--- src/hdl/lkst_pkg.sv ---
// Shared types and codes for the LRU key slot table.
`timescale 1ns / 1ps

package lkst_pkg;

    localparam int KEY_W     = 48;
    localparam int EVICT_W   = 32;
    localparam int INDEX_W   = 3;
    localparam int OUTCOME_W = 2;
    localparam int IN_DATA_W  = 48;
    localparam int OUT_DATA_W = 40;
    localparam int OUT_USER_W = 3;

    localparam logic [OUTCOME_W-1:0] OUTCOME_NULL  = 2'd0;
    localparam logic [OUTCOME_W-1:0] OUTCOME_HIT   = 2'd1;
    localparam logic [OUTCOME_W-1:0] OUTCOME_CLAIM = 2'd2;
    localparam logic [OUTCOME_W-1:0] OUTCOME_EVICT = 2'd3;

    typedef struct packed {
        logic active;
        logic hit;
        logic free;
    } lkst_flags_t;

endpackage

--- src/hdl/lru_key_slot_table_top.sv ---
// Top level of the LRU key slot table: request control and the chain of slot cells.
//
// Requests arrive one word at a time on s_axis: tdata carries the key. Each
// result leaves on m_axis: tdata carries the slot index and the running
// eviction count, tuser carries the valid flag and the outcome code.
// A nonzero key enters a chain of SLOTS cells, one cell per cycle; each cell
// holds one slot and hands the search word to its neighbour. At the end of
// the chain the slot is chosen and written back in the same cycle.
// A nonzero key passes through S_SWEEP and then S_DONE, where the result is
// registered for output; a zero key goes from S_IDLE straight to S_DONE. A new
// request is taken only once the previous one has left S_DONE, so for a nonzero
// key the walk along the cell chain sets when the next request can be taken.
// s_axis_tready is high only while no request is in flight.
// The result register holds until m_axis_tready; a finished result waits
// until it is free, and no further request is taken meanwhile.
// Reset clears all slots to free, all stamps and both counters to zero.
`timescale 1ns / 1ps

module lru_key_slot_table_top #(
    parameter int SLOTS      = 8,
    parameter int KEY_BITS   = 48,
    parameter int STAMP_BITS = 32
) (
    input  logic                             clk,
    input  logic                             rst_n,
    input  logic                             s_axis_tvalid,
    output logic                             s_axis_tready,
    // [47:0] key
    input  logic [lkst_pkg::IN_DATA_W-1:0]   s_axis_tdata,
    output logic                             m_axis_tvalid,
    input  logic                             m_axis_tready,
    // [2:0] slot_index, [34:3] evictions_total, [39:35] zero
    output logic [lkst_pkg::OUT_DATA_W-1:0]  m_axis_tdata,
    // [0] slot_valid, [2:1] outcome
    output logic [lkst_pkg::OUT_USER_W-1:0]  m_axis_tuser
);
    import lkst_pkg::*;

    localparam int IDX_W = (SLOTS > 1) ? $clog2(SLOTS) : 1;

    typedef enum logic [1:0] {
        S_IDLE,
        S_SWEEP,
        S_DONE
    } state_t;

    state_t state_reg;

    logic [STAMP_BITS-1:0] use_cnt_reg;
    logic [EVICT_W-1:0]    evict_cnt_reg;

    logic                  pend_valid_reg;
    logic [INDEX_W-1:0]    pend_index_reg;
    logic [OUTCOME_W-1:0]  pend_outcome_reg;

    logic                  out_valid_reg;
    logic [INDEX_W-1:0]    out_index_reg;
    logic [OUTCOME_W-1:0]  out_outcome_reg;
    logic [EVICT_W-1:0]    out_evict_reg;
    logic                  out_tvalid_reg;

    logic [KEY_BITS+KEY_W-1:0] key_ext;
    logic [KEY_BITS-1:0]       key_in;
    logic                      accept;
    logic                      key_null;

    lkst_flags_t           flags_c     [SLOTS+1];
    logic [KEY_BITS-1:0]   key_c       [SLOTS+1];
    logic [IDX_W-1:0]      hit_idx_c   [SLOTS+1];
    logic [IDX_W-1:0]      free_idx_c  [SLOTS+1];
    logic [IDX_W-1:0]      min_idx_c   [SLOTS+1];
    logic [STAMP_BITS-1:0] min_stamp_c [SLOTS+1];

    logic                  wr_en;
    logic [IDX_W-1:0]      wr_idx;
    logic [OUTCOME_W-1:0]  wr_outcome;
    logic [IDX_W+INDEX_W-1:0] wr_idx_ext;

    assign key_ext  = {{KEY_BITS{1'b0}}, s_axis_tdata[KEY_W-1:0]};
    assign key_in   = key_ext[KEY_BITS-1:0];
    assign key_null = (key_in == '0);
    assign accept   = s_axis_tvalid && s_axis_tready;

    assign s_axis_tready = (state_reg == S_IDLE);

    always_comb
    begin
        flags_c[0].active = accept && !key_null;
        flags_c[0].hit    = 1'b0;
        flags_c[0].free   = 1'b0;
        key_c[0]          = key_in;
        hit_idx_c[0]      = '0;
        free_idx_c[0]     = '0;
        min_idx_c[0]      = '0;
        min_stamp_c[0]    = '0;
    end

    for (genvar g = 0; g < SLOTS; g++)
    begin : g_cell
        lkst_cell #(
            .IDX        (g),
            .IDX_W      (IDX_W),
            .KEY_BITS   (KEY_BITS),
            .STAMP_BITS (STAMP_BITS)
        ) u_cell (
            .clk           (clk),
            .rst_n         (rst_n),
            .in_flags      (flags_c[g]),
            .in_key        (key_c[g]),
            .in_hit_idx    (hit_idx_c[g]),
            .in_free_idx   (free_idx_c[g]),
            .in_min_idx    (min_idx_c[g]),
            .in_min_stamp  (min_stamp_c[g]),
            .wr_en         (wr_en),
            .wr_idx        (wr_idx),
            .wr_key        (key_c[SLOTS]),
            .wr_stamp      (use_cnt_reg),
            .out_flags     (flags_c[g+1]),
            .out_key       (key_c[g+1]),
            .out_hit_idx   (hit_idx_c[g+1]),
            .out_free_idx  (free_idx_c[g+1]),
            .out_min_idx   (min_idx_c[g+1]),
            .out_min_stamp (min_stamp_c[g+1])
        );
    end

    always_comb
    begin
        wr_en = (state_reg == S_SWEEP) && flags_c[SLOTS].active;
        if (flags_c[SLOTS].hit)
        begin
            wr_idx     = hit_idx_c[SLOTS];
            wr_outcome = OUTCOME_HIT;
        end
        else if (flags_c[SLOTS].free)
        begin
            wr_idx     = free_idx_c[SLOTS];
            wr_outcome = OUTCOME_CLAIM;
        end
        else
        begin
            wr_idx     = min_idx_c[SLOTS];
            wr_outcome = OUTCOME_EVICT;
        end
        wr_idx_ext = {{INDEX_W{1'b0}}, wr_idx};
    end

    always_ff @(posedge clk or negedge rst_n)
    begin
        if (!rst_n)
        begin
            state_reg        <= S_IDLE;
            use_cnt_reg      <= '0;
            evict_cnt_reg    <= '0;
            out_tvalid_reg   <= 1'b0;
            pend_valid_reg   <= 1'b0;
            pend_index_reg   <= '0;
            pend_outcome_reg <= OUTCOME_NULL;
            out_valid_reg    <= 1'b0;
            out_index_reg    <= '0;
            out_outcome_reg  <= OUTCOME_NULL;
            out_evict_reg    <= '0;
        end
        else
        begin
            if (out_tvalid_reg && m_axis_tready && (state_reg != S_DONE))
            begin
                out_tvalid_reg <= 1'b0;
            end
            case (state_reg)
                S_IDLE:
                begin
                    if (accept)
                    begin
                        if (key_null)
                        begin
                            pend_valid_reg   <= 1'b0;
                            pend_index_reg   <= '0;
                            pend_outcome_reg <= OUTCOME_NULL;
                            state_reg        <= S_DONE;
                        end
                        else
                        begin
                            use_cnt_reg <= use_cnt_reg + 1'b1;
                            state_reg   <= S_SWEEP;
                        end
                    end
                end
                S_SWEEP:
                begin
                    if (wr_en)
                    begin
                        pend_valid_reg   <= 1'b1;
                        pend_index_reg   <= wr_idx_ext[INDEX_W-1:0];
                        pend_outcome_reg <= wr_outcome;
                        if (wr_outcome == OUTCOME_EVICT)
                        begin
                            evict_cnt_reg <= evict_cnt_reg + 1'b1;
                        end
                        state_reg <= S_DONE;
                    end
                end
                S_DONE:
                begin
                    if (!out_tvalid_reg || m_axis_tready)
                    begin
                        out_valid_reg   <= pend_valid_reg;
                        out_index_reg   <= pend_index_reg;
                        out_outcome_reg <= pend_outcome_reg;
                        out_evict_reg   <= evict_cnt_reg;
                        out_tvalid_reg  <= 1'b1;
                        state_reg       <= S_IDLE;
                    end
                end
                default:
                begin
                    state_reg <= S_IDLE;
                end
            endcase
        end
    end

    assign m_axis_tvalid = out_tvalid_reg;
    assign m_axis_tdata  = {5'b0, out_evict_reg, out_index_reg};
    assign m_axis_tuser  = {out_outcome_reg, out_valid_reg};

endmodule

--- src/hdl/lkst_cell.sv ---
// One slot of the table: owner, stamp and one stage of the search chain.
`timescale 1ns / 1ps

module lkst_cell #(
    parameter int IDX        = 0,
    parameter int IDX_W      = 3,
    parameter int KEY_BITS   = 48,
    parameter int STAMP_BITS = 32
) (
    input  logic                    clk,
    input  logic                    rst_n,
    input  lkst_pkg::lkst_flags_t   in_flags,
    input  logic [KEY_BITS-1:0]     in_key,
    input  logic [IDX_W-1:0]        in_hit_idx,
    input  logic [IDX_W-1:0]        in_free_idx,
    input  logic [IDX_W-1:0]        in_min_idx,
    input  logic [STAMP_BITS-1:0]   in_min_stamp,
    input  logic                    wr_en,
    input  logic [IDX_W-1:0]        wr_idx,
    input  logic [KEY_BITS-1:0]     wr_key,
    input  logic [STAMP_BITS-1:0]   wr_stamp,
    output lkst_pkg::lkst_flags_t   out_flags,
    output logic [KEY_BITS-1:0]     out_key,
    output logic [IDX_W-1:0]        out_hit_idx,
    output logic [IDX_W-1:0]        out_free_idx,
    output logic [IDX_W-1:0]        out_min_idx,
    output logic [STAMP_BITS-1:0]   out_min_stamp
);
    import lkst_pkg::*;

    localparam logic [IDX_W-1:0] MY_IDX = IDX_W'(IDX);

    logic [KEY_BITS-1:0]   owner_reg;
    logic [STAMP_BITS-1:0] stamp_reg;

    lkst_flags_t           flags_reg, flags_next;
    logic [KEY_BITS-1:0]   key_reg;
    logic [IDX_W-1:0]      hit_idx_reg, hit_idx_next;
    logic [IDX_W-1:0]      free_idx_reg, free_idx_next;
    logic [IDX_W-1:0]      min_idx_reg, min_idx_next;
    logic [STAMP_BITS-1:0] min_stamp_reg, min_stamp_next;

    logic own_hit;
    logic own_free;
    logic own_min;

    assign own_hit  = !in_flags.hit && (owner_reg == in_key);
    assign own_free = !in_flags.free && (owner_reg == '0);
    assign own_min  = (IDX == 0) || (stamp_reg < in_min_stamp);

    always_comb
    begin
        flags_next.active = in_flags.active;
        flags_next.hit    = in_flags.hit || own_hit;
        flags_next.free   = in_flags.free || own_free;
        hit_idx_next      = own_hit ? MY_IDX : in_hit_idx;
        free_idx_next     = own_free ? MY_IDX : in_free_idx;
        min_idx_next      = own_min ? MY_IDX : in_min_idx;
        min_stamp_next    = own_min ? stamp_reg : in_min_stamp;
    end

    always_ff @(posedge clk or negedge rst_n)
    begin
        if (!rst_n)
        begin
            owner_reg <= '0;
            stamp_reg <= '0;
            flags_reg <= '0;
        end
        else
        begin
            if (wr_en && (wr_idx == MY_IDX))
            begin
                owner_reg <= wr_key;
                stamp_reg <= wr_stamp;
            end
            flags_reg <= flags_next;
        end
    end

    always_ff @(posedge clk)
    begin
        key_reg       <= in_key;
        hit_idx_reg   <= hit_idx_next;
        free_idx_reg  <= free_idx_next;
        min_idx_reg   <= min_idx_next;
        min_stamp_reg <= min_stamp_next;
    end

    assign out_flags     = flags_reg;
    assign out_key       = key_reg;
    assign out_hit_idx   = hit_idx_reg;
    assign out_free_idx  = free_idx_reg;
    assign out_min_idx   = min_idx_reg;
    assign out_min_stamp = min_stamp_reg;

endmodule

--- config.mk ---
export PLATFORM = sky130hd
export DESIGN_NAME = lru_key_slot_table_top
export DESIGN_NICKNAME = d
export VERILOG_FILES = /design/src/hdl/lkst_pkg.sv /design/src/hdl/lru_key_slot_table_top.sv /design/src/hdl/lkst_cell.sv
export SDC_FILE = /design/constraint.sdc
export NUM_CORES = 2
export LEC_CHECK = 0
export BUFFER_PORTS_ARGS = -buffer_cell sky130_fd_sc_hd__buf_2
export CORE_MARGIN = 3
export CORE_UTILIZATION = 41
export DETAILED_ROUTE_END_ITERATION = 6
export GPL_TIMING_DRIVEN = 0
export SYNTH_ARGS = -nofsm -noshare
export SYNTH_HDL_FRONTEND = slang
export SYNTH_SLANG_ARGS = --single-unit
--- constraint.sdc ---
create_clock -name clk -period 2.4 [get_ports clk]
set_input_delay 0.48 -clock clk [delete_from_list [all_inputs] [get_ports clk]]
set_output_delay 0.48 -clock clk [all_outputs]
set_load 0.01 [all_outputs]
==> key figures <==
Status
  • Status: finished, violations left
  • Failing checks: negative setup slack

Setup path
  • CP required: 3070 ps
  • CP dominant cell by count: a2111oi_4
  • CP Cell Sequence: ha_4, a21o_1, nand3_2, a21oi_4, a2111oi_4, o211ai_1, a2111oi_4, buf_6, buf_12, clkbuf_16, mux2_4
  • Crit-path max FO: 5
  • Nature of the critical path endpoint: flop
  • Worst setup SP type: flop
  • Delay-heaviest family, CP: compound AO/OA/AOI/OAI gates
  • Crit path buffers/inverters: 3
  • Critical-path top delay cell: dfrtp_1
  • CP Class: flop to flop
  • Worst endpoint data arrival time: 3460 ps
  • Slowest stage delay, CP: 410 ps

Floorplan
  • Ports: 97
  • Core Region: 134,000 um2
  • Rows: 134
  • Die height: 374 um
  • Die Wd: 374 um
  • Die area: 140,000 um2
  • Initial Utilization: 41.4%

Global route
  • First-pass GRT wire length: 217,000 um
  • GRT Util Overall: 20.8%
  • Overflow after GRT: 0
  • Initial antenna violation count: 2
  • Largest net degree at the start of global routing: 113
  • Vias in the first global route: 34,064

Yosys
  • Synthesized flop and latch total: 1,434
  • Distinct cells, synth: 60
  • Number of flops mapped to enable cells by yosys: 0
  • Avg Cell Area, Syn: 13.3 um2
  • Synth Area in Adders: 4.94%
  • Combinational family with the most area after synthesis: multiplexers
  • Compound-Gate Fraction of Synth Area: 2.10%
  • Syn Inst Count: 4,165
  • Yosys top cell by area: dfrtp_1
  • Post-synthesis instance area: 55,500 um2
  • Top-area cell type share of the netlist area: 34.9%
  • Dominant synthesized flop cell: dfrtp_1
  • Simple-gate share of the synthesized area: 6.63%
  • Sequential fraction of the synthesis area: 58.7%
  • Top cells by area, synth: dfrtp_1 (35%), dfxtp_1 (24%), mux2_2 (17%)
  • FFs w/ async S/R, synth: 54.0%
  • Synth Area in XOR/XNOR: 7.04%
  • Synth warn: 0
  • Post-synthesis mux area share: 17.9%

Timing
  • Worst setup slack after layout: -390 ps
  • Final hold violations: 0
  • Final setup viols: 256
  • Min cycle time layout: 2790 ps
  • Total Neg Setup Slack: -39,490 ps
  • Fmax: 358 MHz
  • Worst-margin pin slew: 1110 ps
  • Pins Over Slew Limit: 0
  • Unrepaired setup endpoints after global routing: true
  • Period utilization: 116%
  • Worst hold slack: 226 ps
  • Clk_skew: 35.0 ps
  • Slew HR: 25.1%

Clock tree
  • Inserted Clock Buffers: 149
  • Clock Latency Late Sink: 790 ps
  • Max Root-Sink Buffers: 3
  • Reg clk slew, reported paths: 60 ps
  • H-tree depth: 4
  • CTS Sinks: 1,434
  • CTS tree: built
  • CTS Root Cell: clkbuf_16

Finish
  • Post-route cell area: 67,900 um2
  • Syn-to-layout area delta: 22.3%
  • Proportion of layout cells with a drive suffix above 1: 33.6%
  • # fillers: 11,364
  • Sequential standard cell area: 32,600 um2
  • Footprint of the multi-input gates: 23,100 um2
  • Total Nets Final: 4,857

Route
  • DR vias/cell: 4.97
  • Final WL: 146,000 um
  • Routed len/inst: 22.5 um
  • Residual DRC count: 0
  • Initial DRC count: 1,434
  • DR pass1 iterations: 5
  • Via count: 32,177
  • Post-DRT Antenna Nets: 0

Pwr
  • Leak: 30.9 nW
  • Cell Pwr Density: 742 nW/um2
  • Peak supply drop: 0.000546 V

Placement
  • Post-Place Worst Slack: -1550 ps
  • Placed cell area: 58,600 um2
  • Dpl hpwl: 109,000 um
  • RePlAce Congestion: 0.941
  • Port Buffers: 91

Min path
  • Worst hold path type: primary input to flop

Run
  • Max-cap violations: 0
[cells in the final DEF, fill, tap and decap left out, types with 19 or more instances in the layout]
cell type and n:
a21o_1 19, a21oi_1 59, buf_12 39, buf_2 108, buf_4 83, buf_6 21
buf_8 22, clkbuf_1 64, clkbuf_16 155, clkbuf_8 37, dfrtp_1 768, dfxtp_1 652
dlygate4sd3_1 51, ha_1 189, ha_4 28, inv_1 222, mux2_2 696, mux2_4 167
nand2_1 97, nand2b_1 32, nand3_1 41, nand4_1 157, nor2_1 54, nor4_1 138
o21ai_0 25, or2_2 19, xnor2_1 370, xor2_1 74
[worst register-to-register path: cells and delay by family (launching register included)]
| kind | cells | cell delay [ps] |
|---|---|---|
| fa+ha+maj | 1 | 220 |
| mux | 1 | 300 |
| compound gates | 5 | 1190 |
| buf+inv | 3 | 470 |
| simple gates | 1 | 90 |
| flops | 1 | 410 |
[synth_stat cells, types with 39 or more instances]
master / instances
xor2_1: 74
dfxtp_1: 659
nor2_1: 63
nand4_1: 157
xnor2_1: 372
nand2_1: 100
inv_1: 223
a21oi_1: 74
nand3_1: 46
buf_2: 72
clkbuf_1: 39
mux2_2: 828
nor4_1: 153
ha_1: 219
dfrtp_1: 775
[cell families (layout without fill, tap and decap cells)]
group / count (synthesis) / count (layout)
AND/OR/NAND/NOR: 660 / 661
multiplexers: 873 / 873
flip-flops: 1434 / 1434
other: 1 / 6
XOR/XNOR: 446 / 446
buffers and inverters: 353 / 894
adder cells (fa/ha/maj): 219 / 219
AO/OA/AOI/OAI: 179 / 179
[per-stage QoR]
stage	utilization [%]	total power, mW	std cells
6_report	50.7	50.4	6480
5_1_grt	50.7	51.9	6479
4_1_cts	50.2	50.8	6458
3_5_place_dp	43.8	26.2	6043
3_3_place_gp	43.5	26.1	6028
2_1_floorplan	-	25.3	4169
[where the power goes]
group / total [mW] / switching (mW) / internal [mW]
clock: 24.6 / 9.95 / 14.6
combinational: 1.01 / 0.647 / 0.361
sequential: 24.8 / 0.398 / 24.4
total: 50.4 / 11.0 / 39.4
[path summary, 6_finish.rpt]
check,startpoint,end,slack [ps],depth (start not counted)
max,g_cell[4].u_cell.stamp_reg[5]$_DFFE_PN0P_,g_cell[4].u_cell.out_min_stamp[12]$_DFF_P_,-390,11
min,s_axis_tvalid,g_cell[0].u_cell.out_flags[2]$_DFF_PN0_,230,4
max reg2reg,g_cell[4].u_cell.stamp_reg[5]$_DFFE_PN0P_,g_cell[4].u_cell.out_min_stamp[12]$_DFF_P_,-390,11
min reg2reg,g_cell[6].u_cell.out_flags[2]$_DFF_PN0_,g_cell[7].u_cell.out_flags[2]$_DFF_PN0_,350,0
max in group asynchronous,rst_n,g_cell[3].u_cell.out_flags[1]$_DFF_PN0_,-150,7
min in group asynchronous,rst_n,g_cell[7].u_cell.stamp_reg[5]$_DFFE_PN0P_,380,4
[what timing repair did]
item | CTS | global route
hold buffers | 51 | 3
setup endpoints to repair | 939 | 886
gates cloned | 16 | 5
resized for setup | 352 | 140
endpoints found under the hold margin | 113 | 242
pin swaps | 55 | 31
buffers inserted | 81 | 32
[metal layers]
layer  GRT usage (%)  vias up  share of wire [%]
met5               0        -                  0
met4            12.5        0                6.4
met3            3.04      296                2.6
met2            35.9      521                 49
met1            24.6    15949                 42
li1                -    15411                  -
[cell type report]
class,instances,share of cell area [%]
well taps,1768,3.26
clock buffers,224,6.46
diodes,1,0.00369
clock inverters,52,1.39
flip-flops and latches,1434,48.0
inverters,223,1.23
repair buffers,278,4.21
multi-input cells,2383,34.0
plain buffers,117,1.45
No activity file was read; power rests on OpenSTA's default activity.
